===== config.mk =====
export PLATFORM = sky130hd
export DESIGN_NAME = markdown_markup_stripper_top
export DESIGN_NICKNAME = d
export VERILOG_FILES = /design/src/mms_pkg.sv /design/src/mms_front.sv /design/src/mms_queue.sv /design/src/mms_back.sv /design/src/markdown_markup_stripper_top.sv
export SDC_FILE = /design/constraint.sdc
export NUM_CORES = 1
export LEC_CHECK = 0
export ABC_CLOCK_PERIOD_IN_PS = 6700
export BUFFER_PORTS_ARGS = -buffer_cell sky130_fd_sc_hd__buf_2
export CAP_MARGIN = 10
export CORE_ASPECT_RATIO = 1.2
export CORE_MARGIN = 2
export CORE_UTILIZATION = 32
export DETAILED_ROUTE_END_ITERATION = 6
export HOLD_SLACK_MARGIN = 0.05
export PLACE_DENSITY_LB_ADDON = 0.05
export SLEW_MARGIN = 20
export SYNTH_ARGS = -nofsm -noshare
export SYNTH_HDL_FRONTEND = slang
export SYNTH_SLANG_ARGS = --single-unit

===== constraint.sdc =====
create_clock -name clk_i -period 6.7 [get_ports clk_i]
set_clock_uncertainty 0.2 [all_clocks]
set_input_delay 0.335 -clock clk_i [delete_from_list [all_inputs] [get_ports clk_i]]
set_output_delay 0.335 -clock clk_i [all_outputs]
set_load 0.05 [all_outputs]

===== src/mms_pkg.sv =====
// mms_pkg: shared constants and types for the markdown markup stripper
// no dependencies; imported by every module of the block
`timescale 1ns / 1ps

package mms_pkg;

  // character codes the stripper reacts to
  localparam logic [7:0] CharTick    = 8'h60;
  localparam logic [7:0] CharHash    = 8'h23;
  localparam logic [7:0] CharStar    = 8'h2A;
  localparam logic [7:0] CharUnder   = 8'h5F;
  localparam logic [7:0] CharSpace   = 8'h20;
  localparam logic [7:0] CharNewline = 8'h0A;

  // most results one input item can cause
  localparam int unsigned MaxResults = 3;

  // result group queue between front and back
  localparam int unsigned QueueDepth = 4;
  localparam int unsigned QueuePtrW  = $clog2(QueueDepth);
  localparam int unsigned QueueCntW  = $clog2(QueueDepth + 1);

  // all results caused by one input item
  typedef struct packed {
    logic [MaxResults-1:0][7:0] bytes; // result bytes in output order, entry 0 first
    logic [1:0]                 cnt;   // number of results, 1 to 3
    logic                       bare;  // single end marker with no byte
    logic                       eot;   // group closes the text
  } mms_group_t;

  // ascii digit or letter
  function automatic logic is_alnum(input logic [7:0] b);
    is_alnum = (b >= 8'h30 && b <= 8'h39) || (b >= 8'h41 && b <= 8'h5A) ||
               (b >= 8'h61 && b <= 8'h7A);
  endfunction

endpackage


===== src/mms_front.sv =====
// mms_front: accepts raw bytes, tracks markup state and builds result groups
// depends on mms_pkg
`timescale 1ns / 1ps

module mms_front (
  input  logic               clk_i,
  input  logic               rst_ni,
  input  logic               in_valid_i,
  output logic               in_ready_o,
  input  logic [7:0]         in_byte_i,
  input  logic               in_last_i,
  output logic               push_o,
  output mms_pkg::mms_group_t push_group_o,
  input  logic               push_ready_i
);
  import mms_pkg::*;

  logic       code_q, code_d;
  logic       ls_q, ls_d;
  logic       hs_q, hs_d;
  logic       fs_q, fs_d;
  logic [1:0] ht_q, ht_d;
  logic       uh_q, uh_d;
  logic       dn_q, dn_d;
  logic       prev_q, prev_d;

  logic                       accept;
  logic [1:0]                 cnt;
  logic [MaxResults-1:0][7:0] byt;
  logic                       dec;
  logic                       dprev;
  logic                       bare;

  // the front stalls only when the queue has no room
  assign in_ready_o = push_ready_i;
  assign accept     = in_valid_i & push_ready_i;

  // classify one byte and collect its results
  always_comb begin
    code_d = code_q;
    ls_d   = ls_q;
    hs_d   = hs_q;
    fs_d   = fs_q;
    ht_d   = ht_q;
    uh_d   = uh_q;
    dn_d   = dn_q;
    cnt    = 2'd0;
    byt    = '0;
    dec    = 1'b0;
    dprev  = 1'b0;
    bare   = 1'b0;

    // pending state resolved by this byte
    if (fs_q) begin
      if (in_byte_i == CharNewline) fs_d = 1'b0;
    end else if (hs_q) begin
      if (in_byte_i != CharHash && in_byte_i != CharSpace) begin
        hs_d  = 1'b0;
        dec   = 1'b1;
        dprev = prev_q;
      end
    end else if (dn_q) begin
      dn_d = 1'b0;
      if (in_byte_i != CharUnder) begin
        dec   = 1'b1;
        dprev = prev_q;
      end
    end else if (uh_q) begin
      uh_d = 1'b0;
      if (is_alnum(in_byte_i)) begin
        byt[cnt] = CharUnder;
        cnt      = cnt + 2'd1;
        ls_d     = 1'b0;
        dec      = 1'b1;
      end else if (in_byte_i != CharUnder) begin
        dec = 1'b1;
      end
    end else if (ht_q != 2'd0) begin
      if (in_byte_i == CharTick) begin
        if (ht_q >= 2'd2) begin
          ht_d   = 2'd0;
          code_d = ~code_q;
          fs_d   = 1'b1;
          ls_d   = 1'b1;
        end else begin
          ht_d = ht_q + 2'd1;
        end
      end else begin
        // held ticks that are no fence
        if (code_q) begin
          for (int k = 0; k < 2; k++) begin
            if (k < int'(ht_q) && cnt != 2'd3) begin
              byt[cnt] = CharTick;
              cnt      = cnt + 2'd1;
            end
          end
          ls_d = 1'b0;
        end
        ht_d = 2'd0;
        dec  = 1'b1;
      end
    end else begin
      dec   = 1'b1;
      dprev = prev_q;
    end

    // ordinary handling of the byte
    if (dec) begin
      if (ls_d && in_byte_i == CharTick) begin
        ht_d = 2'd1;
      end else if (code_d) begin
        if (cnt != 2'd3) begin
          byt[cnt] = in_byte_i;
          cnt      = cnt + 2'd1;
        end
        ls_d = (in_byte_i == CharNewline);
      end else if (ls_d && in_byte_i == CharHash) begin
        hs_d = 1'b1;
        ls_d = 1'b0;
      end else if (in_byte_i == CharStar || in_byte_i == CharTick) begin
        // markup dropped
      end else if (in_byte_i == CharUnder) begin
        if (dprev) uh_d = 1'b1;
        else dn_d = 1'b1;
      end else begin
        if (cnt != 2'd3) begin
          byt[cnt] = in_byte_i;
          cnt      = cnt + 2'd1;
        end
        ls_d = (in_byte_i == CharNewline);
      end
    end

    prev_d = is_alnum(in_byte_i);

    // end of text: flush held ticks in code mode, mark the end, start over
    if (in_last_i) begin
      if (code_d) begin
        for (int k = 0; k < 2; k++) begin
          if (k < int'(ht_d) && cnt != 2'd3) begin
            byt[cnt] = CharTick;
            cnt      = cnt + 2'd1;
          end
        end
      end
      if (cnt == 2'd0) begin
        cnt  = 2'd1;
        bare = 1'b1;
      end
      code_d = 1'b0;
      ls_d   = 1'b1;
      hs_d   = 1'b0;
      fs_d   = 1'b0;
      ht_d   = 2'd0;
      uh_d   = 1'b0;
      dn_d   = 1'b0;
      prev_d = 1'b0;
    end
  end

  // group toward the queue
  assign push_o             = accept & (cnt != 2'd0);
  assign push_group_o.bytes = byt;
  assign push_group_o.cnt   = cnt;
  assign push_group_o.bare  = bare;
  assign push_group_o.eot   = in_last_i;

  // markup state
  always_ff @(posedge clk_i or negedge rst_ni) begin
    if (!rst_ni) begin
      code_q <= 1'b0;
      ls_q   <= 1'b1;
      hs_q   <= 1'b0;
      fs_q   <= 1'b0;
      ht_q   <= 2'd0;
      uh_q   <= 1'b0;
      dn_q   <= 1'b0;
      prev_q <= 1'b0;
    end else if (accept) begin
      code_q <= code_d;
      ls_q   <= ls_d;
      hs_q   <= hs_d;
      fs_q   <= fs_d;
      ht_q   <= ht_d;
      uh_q   <= uh_d;
      dn_q   <= dn_d;
      prev_q <= prev_d;
    end
  end

endmodule


===== src/mms_queue.sv =====
// mms_queue: short queue of result groups between front and back
// depends on mms_pkg
`timescale 1ns / 1ps

module mms_queue (
  input  logic               clk_i,
  input  logic               rst_ni,
  input  logic               push_i,
  input  mms_pkg::mms_group_t push_group_i,
  output logic               push_ready_o,
  output logic               head_valid_o,
  output mms_pkg::mms_group_t head_group_o,
  input  logic               pop_i
);
  import mms_pkg::*;

  mms_group_t           mem_q [QueueDepth];
  logic [QueuePtrW-1:0] wr_q, wr_d;
  logic [QueuePtrW-1:0] rd_q, rd_d;
  logic [QueueCntW-1:0] cnt_q, cnt_d;
  logic                 do_push;
  logic                 do_pop;

  assign push_ready_o = (cnt_q != QueueCntW'(QueueDepth));
  assign head_valid_o = (cnt_q != '0);
  assign head_group_o = mem_q[rd_q];
  assign do_push      = push_i & push_ready_o;
  assign do_pop       = pop_i & head_valid_o;

  // pointer and fill updates
  always_comb begin
    wr_d  = do_push ? wr_q + QueuePtrW'(1) : wr_q;
    rd_d  = do_pop ? rd_q + QueuePtrW'(1) : rd_q;
    cnt_d = cnt_q;
    if (do_push && !do_pop) cnt_d = cnt_q + QueueCntW'(1);
    if (!do_push && do_pop) cnt_d = cnt_q - QueueCntW'(1);
  end

  always_ff @(posedge clk_i or negedge rst_ni) begin
    if (!rst_ni) begin
      wr_q  <= '0;
      rd_q  <= '0;
      cnt_q <= '0;
    end else begin
      wr_q  <= wr_d;
      rd_q  <= rd_d;
      cnt_q <= cnt_d;
    end
  end

  // group storage
  always_ff @(posedge clk_i) begin
    if (do_push) mem_q[wr_q] <= push_group_i;
  end

endmodule


===== src/mms_back.sv =====
// mms_back: walks each result group and presents one result per cycle while a group waits and the output is ready
// depends on mms_pkg
`timescale 1ns / 1ps

module mms_back (
  input  logic               clk_i,
  input  logic               rst_ni,
  input  logic               head_valid_i,
  input  mms_pkg::mms_group_t head_group_i,
  output logic               pop_o,
  output logic               out_valid_o,
  input  logic               out_ready_i,
  output logic [7:0]         out_byte_o,
  output logic               out_byte_valid_o,
  output logic               out_eot_o
);
  import mms_pkg::*;

  logic [1:0] idx_q, idx_d;
  logic       valid_q, valid_d;
  logic [7:0] byte_q;
  logic       bvalid_q;
  logic       eot_q;
  logic       load;
  logic       at_end;

  assign load   = head_valid_i & (~valid_q | out_ready_i);
  assign at_end = (idx_q == head_group_i.cnt - 2'd1);
  assign pop_o  = load & at_end;

  // result index and output valid
  always_comb begin
    idx_d   = idx_q;
    valid_d = valid_q;
    if (load) begin
      valid_d = 1'b1;
      idx_d   = at_end ? 2'd0 : idx_q + 2'd1;
    end else if (out_ready_i) begin
      valid_d = 1'b0;
    end
  end

  always_ff @(posedge clk_i or negedge rst_ni) begin
    if (!rst_ni) begin
      idx_q   <= 2'd0;
      valid_q <= 1'b0;
    end else begin
      idx_q   <= idx_d;
      valid_q <= valid_d;
    end
  end

  // output payload register
  always_ff @(posedge clk_i) begin
    if (load) begin
      byte_q   <= head_group_i.bytes[idx_q];
      bvalid_q <= ~head_group_i.bare;
      eot_q    <= head_group_i.eot & at_end;
    end
  end

  assign out_valid_o      = valid_q;
  assign out_byte_o       = bvalid_q ? byte_q : 8'h00;
  assign out_byte_valid_o = bvalid_q;
  assign out_eot_o        = eot_q;

endmodule


===== src/markdown_markup_stripper_top.sv =====
// markdown markup stripper: one raw byte per cycle in while the queue has room, plain
// text bytes out. path: the results of a byte are written to the group queue when the
// byte is accepted and are then loaded into the output register of the back.
// throughput: one byte per cycle in while the queue has room, one result per cycle out while the
// output is ready; the four-group queue absorbs items that cause two or three results and stalls
// input when full. reset: asynchronous active low; code mode off, at line start, nothing held.
`timescale 1ns / 1ps

module markdown_markup_stripper_top (
  input  logic       clk_i,
  input  logic       rst_ni,
  input  logic       s_tvalid_i,
  output logic       s_tready_o,
  input  logic [7:0] s_tdata_i,   // [7:0] in_byte
  input  logic       s_tlast_i,   // in_last
  output logic       m_tvalid_o,
  input  logic       m_tready_i,
  output logic [7:0] m_tdata_o,   // [7:0] out_byte
  output logic       m_tuser_o,   // [0] byte_valid
  output logic       m_tlast_o    // end_of_text
);
  import mms_pkg::*;

  logic       push;
  mms_group_t push_group;
  logic       push_ready;
  logic       head_valid;
  mms_group_t head_group;
  logic       pop;

  // classification and markup state
  mms_front u_front (
    .clk_i        (clk_i),
    .rst_ni       (rst_ni),
    .in_valid_i   (s_tvalid_i),
    .in_ready_o   (s_tready_o),
    .in_byte_i    (s_tdata_i),
    .in_last_i    (s_tlast_i),
    .push_o       (push),
    .push_group_o (push_group),
    .push_ready_i (push_ready)
  );

  // result group queue
  mms_queue u_queue (
    .clk_i        (clk_i),
    .rst_ni       (rst_ni),
    .push_i       (push),
    .push_group_i (push_group),
    .push_ready_o (push_ready),
    .head_valid_o (head_valid),
    .head_group_o (head_group),
    .pop_i        (pop)
  );

  // serializer and output register
  mms_back u_back (
    .clk_i            (clk_i),
    .rst_ni           (rst_ni),
    .head_valid_i     (head_valid),
    .head_group_i     (head_group),
    .pop_o            (pop),
    .out_valid_o      (m_tvalid_o),
    .out_ready_i      (m_tready_i),
    .out_byte_o       (m_tdata_o),
    .out_byte_valid_o (m_tuser_o),
    .out_eot_o        (m_tlast_o)
  );

endmodule

==> results of run 1 <==
[how the worst max path moves through the flow]
stage / to / slack [ps] / cells past startpoint
4_1_cts: u_queue.mem_q[0][9] / 1510 / 15
6_report: u_queue.mem_q[0][9] / 1490 / 15
3_3_place_gp: u_queue.mem_q[0][2] / 1660 / 16
5_1_grt: u_queue.mem_q[0][1] / 1120 / 17
3_5_place_dp: u_queue.mem_q[3][9] / 1520 / 15
2_1_floorplan: u_queue.mem_q[0][2] / 2160 / 20
[stage by stage]
step / power, uW / std cells / hold WS [ps]
after floorplan: 1950 / 455 / -161
after detailed placement: 2240 / 729 / 125
after CTS: 3130 / 763 / 127
after global placement: 2240 / 729 / 121
after global routing: 3240 / 763 / 140
final: 3070 / 763 / 132
[synthesized netlist by cell type, drive strengths merged, types with 8 or more instances]
| master | number | area, um^2 |
|---|---|---|
| a21oi | 13 | 65.1 |
| o21ai | 17 | 96.4 |
| nand2 | 32 | 123 |
| dfrtp | 18 | 450 |
| clkbuf | 8 | 30.0 |
| o22ai | 8 | 50.1 |
| nor2 | 18 | 86.3 |
| ha | 14 | 175 |
| mux4 | 28 | 631 |
| buf | 13 | 71.3 |
| and2 | 20 | 125 |
| inv | 26 | 97.6 |
| edfxtp | 122 | 3660 |
| mux2i | 11 | 110 |
[per-layer routing]
metal / share of wire [%] / routed length (um) / track usage (%)
met1: 44 / 7010 / 19.1
met4: 1.4 / 222 / 4.97
met5: 0 / 0 / 0
met2: 52 / 8180 / 26.8
met3: 2.7 / 426 / 3.17
[critical path, cell delays in order, from the launching register on]
cell and delay [ps]:
dfrtp_1 470, or4_1 740, nor2_8 170, nand3_2 110, a21o_1 280, a211oi_4 470
ha_1 310, nor2_1 70, a22o_1 340, xnor2_1 290, inv_1 110, ha_1 260
a211oi_2 340, a22oi_1 150, nor2_2 410, o21bai_1 270
[power breakdown]
part           internal (uW)  total [uW]  switching, uW
Sequential              1190        1310            126
Combinational            356         877            522
Clock                    514         879            365
[flip-flops by register name, indices dropped and copies added, names as in the netlist, 2 cells and up]
register       count
u_queue.mem_q    112
u_back.byte_q      8
u_queue.cnt_q      3
u_back.idx_q       2
u_front.ht_q       2
u_queue.rd_q       2
u_queue.wr_q       2
[cell families after synthesis]
group / synth area share, %
compound gates: 9.06
xor+xnor: 1.44
fa+ha+maj: 2.92
buf+inv: 2.97
flops: 61.8
mux: 11.5
simple gates: 10.3
[cell type report]
type / count / area (um^2) / area share [%]
clock buffers: 20 / 437 / 5.70
repair buffers: 32 / 185 / 2.42
inverters: 26 / 97.6 / 1.27
well taps: 265 / 332 / 4.33
clock inverters: 12 / 115 / 1.50
flip-flops and latches: 141 / 4140 / 54.0
multi-input cells: 267 / 2360 / 30.7
[what timing repair did]
action / in CTS / in global routing
gates resized for setup: 0 / 0
endpoints found under the setup margin: 0 / 0
hold buffers: 2 / 0
endpoints found under the hold margin: 20 / 0
==> flow_summary_export.csv, run 1 <==
group,metric,value,unit
synth,async_reset_ff_share,13.5,%
drt,vias,3890,
pwr,p_leak,0.00280,uW
die,start_util,32.8,%
cts,path_clk_slew,60,ps
sta,min_period,5210,ps
cts,insertion_delay,420,ps
placed_design,place.gp.congestion,0.804,
global_route,grt_pass1_vias,4229,
die,pin_count,25,
cells_and_area,fillers,2001,
critical_path,critPathRequiredTime,6700,ps
die,die_area,22100,um^2
global_route,grt_max_degree,30,
synth,seq_area_frac_synth,61.8,%
placed_design,place.detailed.hpwl,10600,um
min_path,min_to,"u_queue.mem_q[1][0]",
cells_and_area,nets,513,
drt,avgRoutedWirePerCell,20.8,um
cells_and_area,fin_area,7660,um^2
drt,drt_iter0_drc,205,
sta,finalHoldViolCount,0,
cts,ctsHtreeMaxLevel,4,
synth,synth_area,6700,um^2
critical_path,worstRegToRegCells,15,
critical_path,cp-start-kind,"register",
synth,avgSynthCellArea,14.7,um^2
critical_path,path_class,"reg2reg",
min_path,hold_start,"s_tlast_i",
die,die_y,162,um
synth,yosysWarnings,0,
sta,tns,0,ps
cells_and_area,fin_util,37.6,%
placed_design,portBuffers,24,
synth,synth_flop_cell,"edfxtp_1",
cells_and_area,final_common_cell,"edfxtp_1",
synth,synth_cells,455,
sta,maxSlewHeadroom,37.7,%
min_path,min_path_type,"in2reg",
sta,finalWorstSetupSlack,1490,ps
placed_design,dp_slack,1520,ps
sta,fin_crit_sh,77.8,%
critical_path,critical_path.max_fanout,9,
global_route,antenna_found_initial,0,
critical_path,arrival,5210,ps
synth,synth_nets,483,
pwr,vdd_drop_max,208,uV
drt,wl,15800,um
critical_path,r2r-start,"u_front.uh_q",
cells_and_area,syn_to_final_growth,14.5,%
cells_and_area,drive_gt1_share,22.3,%
die,fp-row-count,57,
cts,post-cts-setup-buffers,0,
global_route,overflow,0,
run_status,status,"completed",
synth,synth-edff-count,122,
drt,routed_via_density,5.10,
sta,drv_slew,0,
flow_run,maxCapViolCount,0,
critical_path,rrSetupSlack,1490,ps
cells_and_area,most-common-layout-cells,"edfxtp_1 (122), nand2_1 (31), mux4_2 (28), inv_1 (26), buf_2 (24)",
critical_path,worst_setup_path_end_kind,"register",
sta,setup_viol,0,
synth,yosys_register_bits,141,
cts,cts_inserted_buffers,17,
critical_path,worstSetupStartpoint,"u_front.uh_q",
drt,dr.pass1.iters,4,
cts,tritoncts,"built",
die,fp.dieW,136,um
cts,cts_root_buf,"clkbuf_16",
drt,drcViolationCount,0,
cts,cts_buffer_depth,2,
global_route,grt_pass1_wl,24900,um
pwr,power_density,400,nW/um^2
cts,cts.sinks,141,
sta,fmax,192,MHz
synth,synth_cell_types,70,
drt,ant_nets,0,
placed_design,place_area,7090,um^2
critical_path,reg2reg_to,"u_queue.mem_q[0][9]",
sta,rsz0062_at_grt,"false",
cells_and_area,antenna_cells,0,
min_path,min_path_cells,1,
die,core,20400,um^2
sta,worst_pin_slew,926,ps
global_route,track_usage,15.4,%
Note: power is estimated with default switching activity, not from simulation.
==> run 2, diff against run 1 <==
ABC_CLOCK_PERIOD_IN_PS = 4390   (was 6700)
clock period = 4.39 ns   (was 6.7 ns; I/O delays follow)
==> flow_summary_export.csv, run 2 (synthesis results as in run 1) <==
group,metric,value,unit
run_status,status,"completed",
cells_and_area,fillers,1970,
placed_design,place.gp.congestion,0.830,
global_route,track_usage,15.8,%
critical_path,cp-start-kind,"register",
drt,dr.pass1.iters,5,
cells_and_area,register_area,4140,um^2
global_route,grt_max_degree,29,
pwr,p_leak,0.00299,uW
cells_and_area,nets,541,
placed_design,place_area,7330,um^2
die,die_y,162,um
critical_path,path_cells,"or4_4 -> nor2_8 -> a2111oi_0 -> o21a_2 -> a211oi_4 -> ha_2 -> nor2_1 -> a22o_4 -> xnor2_4 -> inv_2 -> ha_4 -> a31oi_1 -> o21ai_1 -> a221oi_2 -> a211oi_1 -> xor2_1 -> nor2_2",
die,start_util,32.8,%
cts,cts.sinks,141,
sta,fin_crit_sh,94.4,%
cells_and_area,syn_to_final_growth,19.4,%
cells_and_area,largest_register,"u_queue.mem_q",
cells_and_area,largest_register_ffs,112,
cts,insertion_delay,420,ps
drt,met1Wirelength,7010,um
cells_and_area,drive_gt1_share,28.9,%
sta,rsz0062_at_grt,"false",
drt,drcViolationCount,0,
sta,setup_viol,0,
placed_design,portBuffers,24,
critical_path,arrival,4190,ps
global_route,grt_pass1_vias,4231,
cts,cts_inserted_buffers,17,
cts,tritoncts,"built",
die,core,20400,um^2
die,fp.dieW,136,um
cells_and_area,fin_util,39.2,%
drt,routed_via_density,5.07,
die,pin_count,25,
pwr,power_density,590,nW/um^2
drt,drt_iter0_drc,257,
critical_path,critPathSlowestCell,"or4_4",
placed_design,dp_slack,28.1,ps
drt,avgRoutedWirePerCell,20.4,um
global_route,antenna_found_initial,1,
critical_path,crit_path_max_incr_delay,590,ps
sta,finalHoldViolCount,0,
drt,dr_wl_met2,8380,um
drt,ant_nets,0,
cells_and_area,final_common_cell,"edfxtp_1",
min_path,min_path_type,"in2async",
drt,vias,4018,
die,die_area,22100,um^2
sta,drv_slew,0,
sta,finalWorstSetupSlack,246,ps
flow_run,maxCapViolCount,0,
global_route,overflow,0,
sta,worst_pin_slew,795,ps
cells_and_area,reg_top3,"u_queue.mem_q x112, u_back.byte_q x8, u_queue.cnt_q x3",
sta,tns,0,ps
critical_path,path_class,"reg2reg",
global_route,grt_pass1_wl,25200,um
cells_and_area,most-common-layout-cells,"edfxtp_1 (122), nand2_1 (31), buf_4 (31), mux4_2 (28), inv_1 (25)",
pwr,vdd_drop_max,308,uV
cts,ctsHtreeMaxLevel,4,
cts,cts_root_buf,"clkbuf_16",
cells_and_area,multiInputGateArea,2440,um^2
critical_path,critPathRequiredTime,4440,ps
critical_path,worst_setup_path_end_kind,"register",
drt,highest_layer,"met4",
cts,path_clk_slew,60,ps
sta,min_period,4140,ps
cells_and_area,fin_area,7990,um^2
drt,wl_met3,567,um
cts,cts_buffer_depth,2,
placed_design,place.detailed.hpwl,11100,um
critical_path,critical_path.max_fanout,4,
sta,maxSlewHeadroom,46.9,%
die,fp-row-count,57,
drt,wl,16200,um
sta,fmax,241,MHz
-- run 2: cell types whose count changed in the layout (fill, tap and decap cells not counted), sizes merged --
cell,change
clkinv,+4
buf,+26
inv,+2
clkinvlp,-4
diode,+1
dlygate4sd3,+2
clkbuf,-2
-- run 2: per-stage QoR --
| step | hold WS (ps) | cells | total power (uW) |
|---|---|---|---|
| floorplan | -276 | 455 | 2980 |
| global placement | 24.8 | 753 | 3430 |
| detailed placement | 30.4 | 753 | 3430 |
| CTS | 71.8 | 789 | 4800 |
| global route | 102 | 791 | 4980 |
| finish | 87.4 | 792 | 4710 |
-- run 2: final cells by class --
type / instances / share of cell area (%)
diodes: 1 / 0.0313
clock buffers: 18 / 5.37
clock inverters: 14 / 1.69
inverters: 26 / 1.22
multi-input cells: 267 / 30.6
flip-flops and latches: 141 / 51.8
well taps: 265 / 4.15
repair buffers: 60 / 5.17
-- run 2: final timing paths --
path | startpoint | to | slack (ps) | cells after the start
worst max-delay path | u_front.hs_q | u_queue.mem_q[0][1] | 250 | 17
worst min-delay path | rst_ni | u_queue.cnt_q[0] | 90 | 2
worst max register to register | u_front.hs_q | u_queue.mem_q[0][1] | 250 | 17
worst min register to register | u_queue.cnt_q[0] | u_queue.cnt_q[0] | 290 | 1
max in group asynchronous | rst_ni | u_queue.rd_q[0] | 3530 | 2
min in group clk_i | s_tdata_i[7] | u_front.prev_q | 90 | 3
-- run 2: critical path, delay by kind of cell (launching register included) --
family / cells / cell delay [ps]
xor gates and xnor gates: 2 / 350
DFF: 1 / 400
adders and majority gates: 2 / 430
AOI/OAI and AO/OA: 8 / 1530
and+or+nand+nor: 4 / 990
buffers and inverters: 1 / 80
-- run 2: layer usage --
metal | vias to the layer above | track usage [%]
li1 | 1867 | -
met1 | 2048 | 20.1
met2 | 82 | 26.7
met3 | 21 | 3.55
met4 | 0 | 5.02
met5 | - | 0
-- run 2: power by group --
part	total, uW	switching, uW	internal (uW)
logic	1430	874	559
registers	1930	122	1810
clock network	1350	561	790
-- run 2: what timing repair did --
item,in CTS,in global routing
setup endpoints to repair,0,76
hold endpoints to repair,29,0
buffers inserted,0,2
gates resized for setup,0,8
hold buffers,4,0
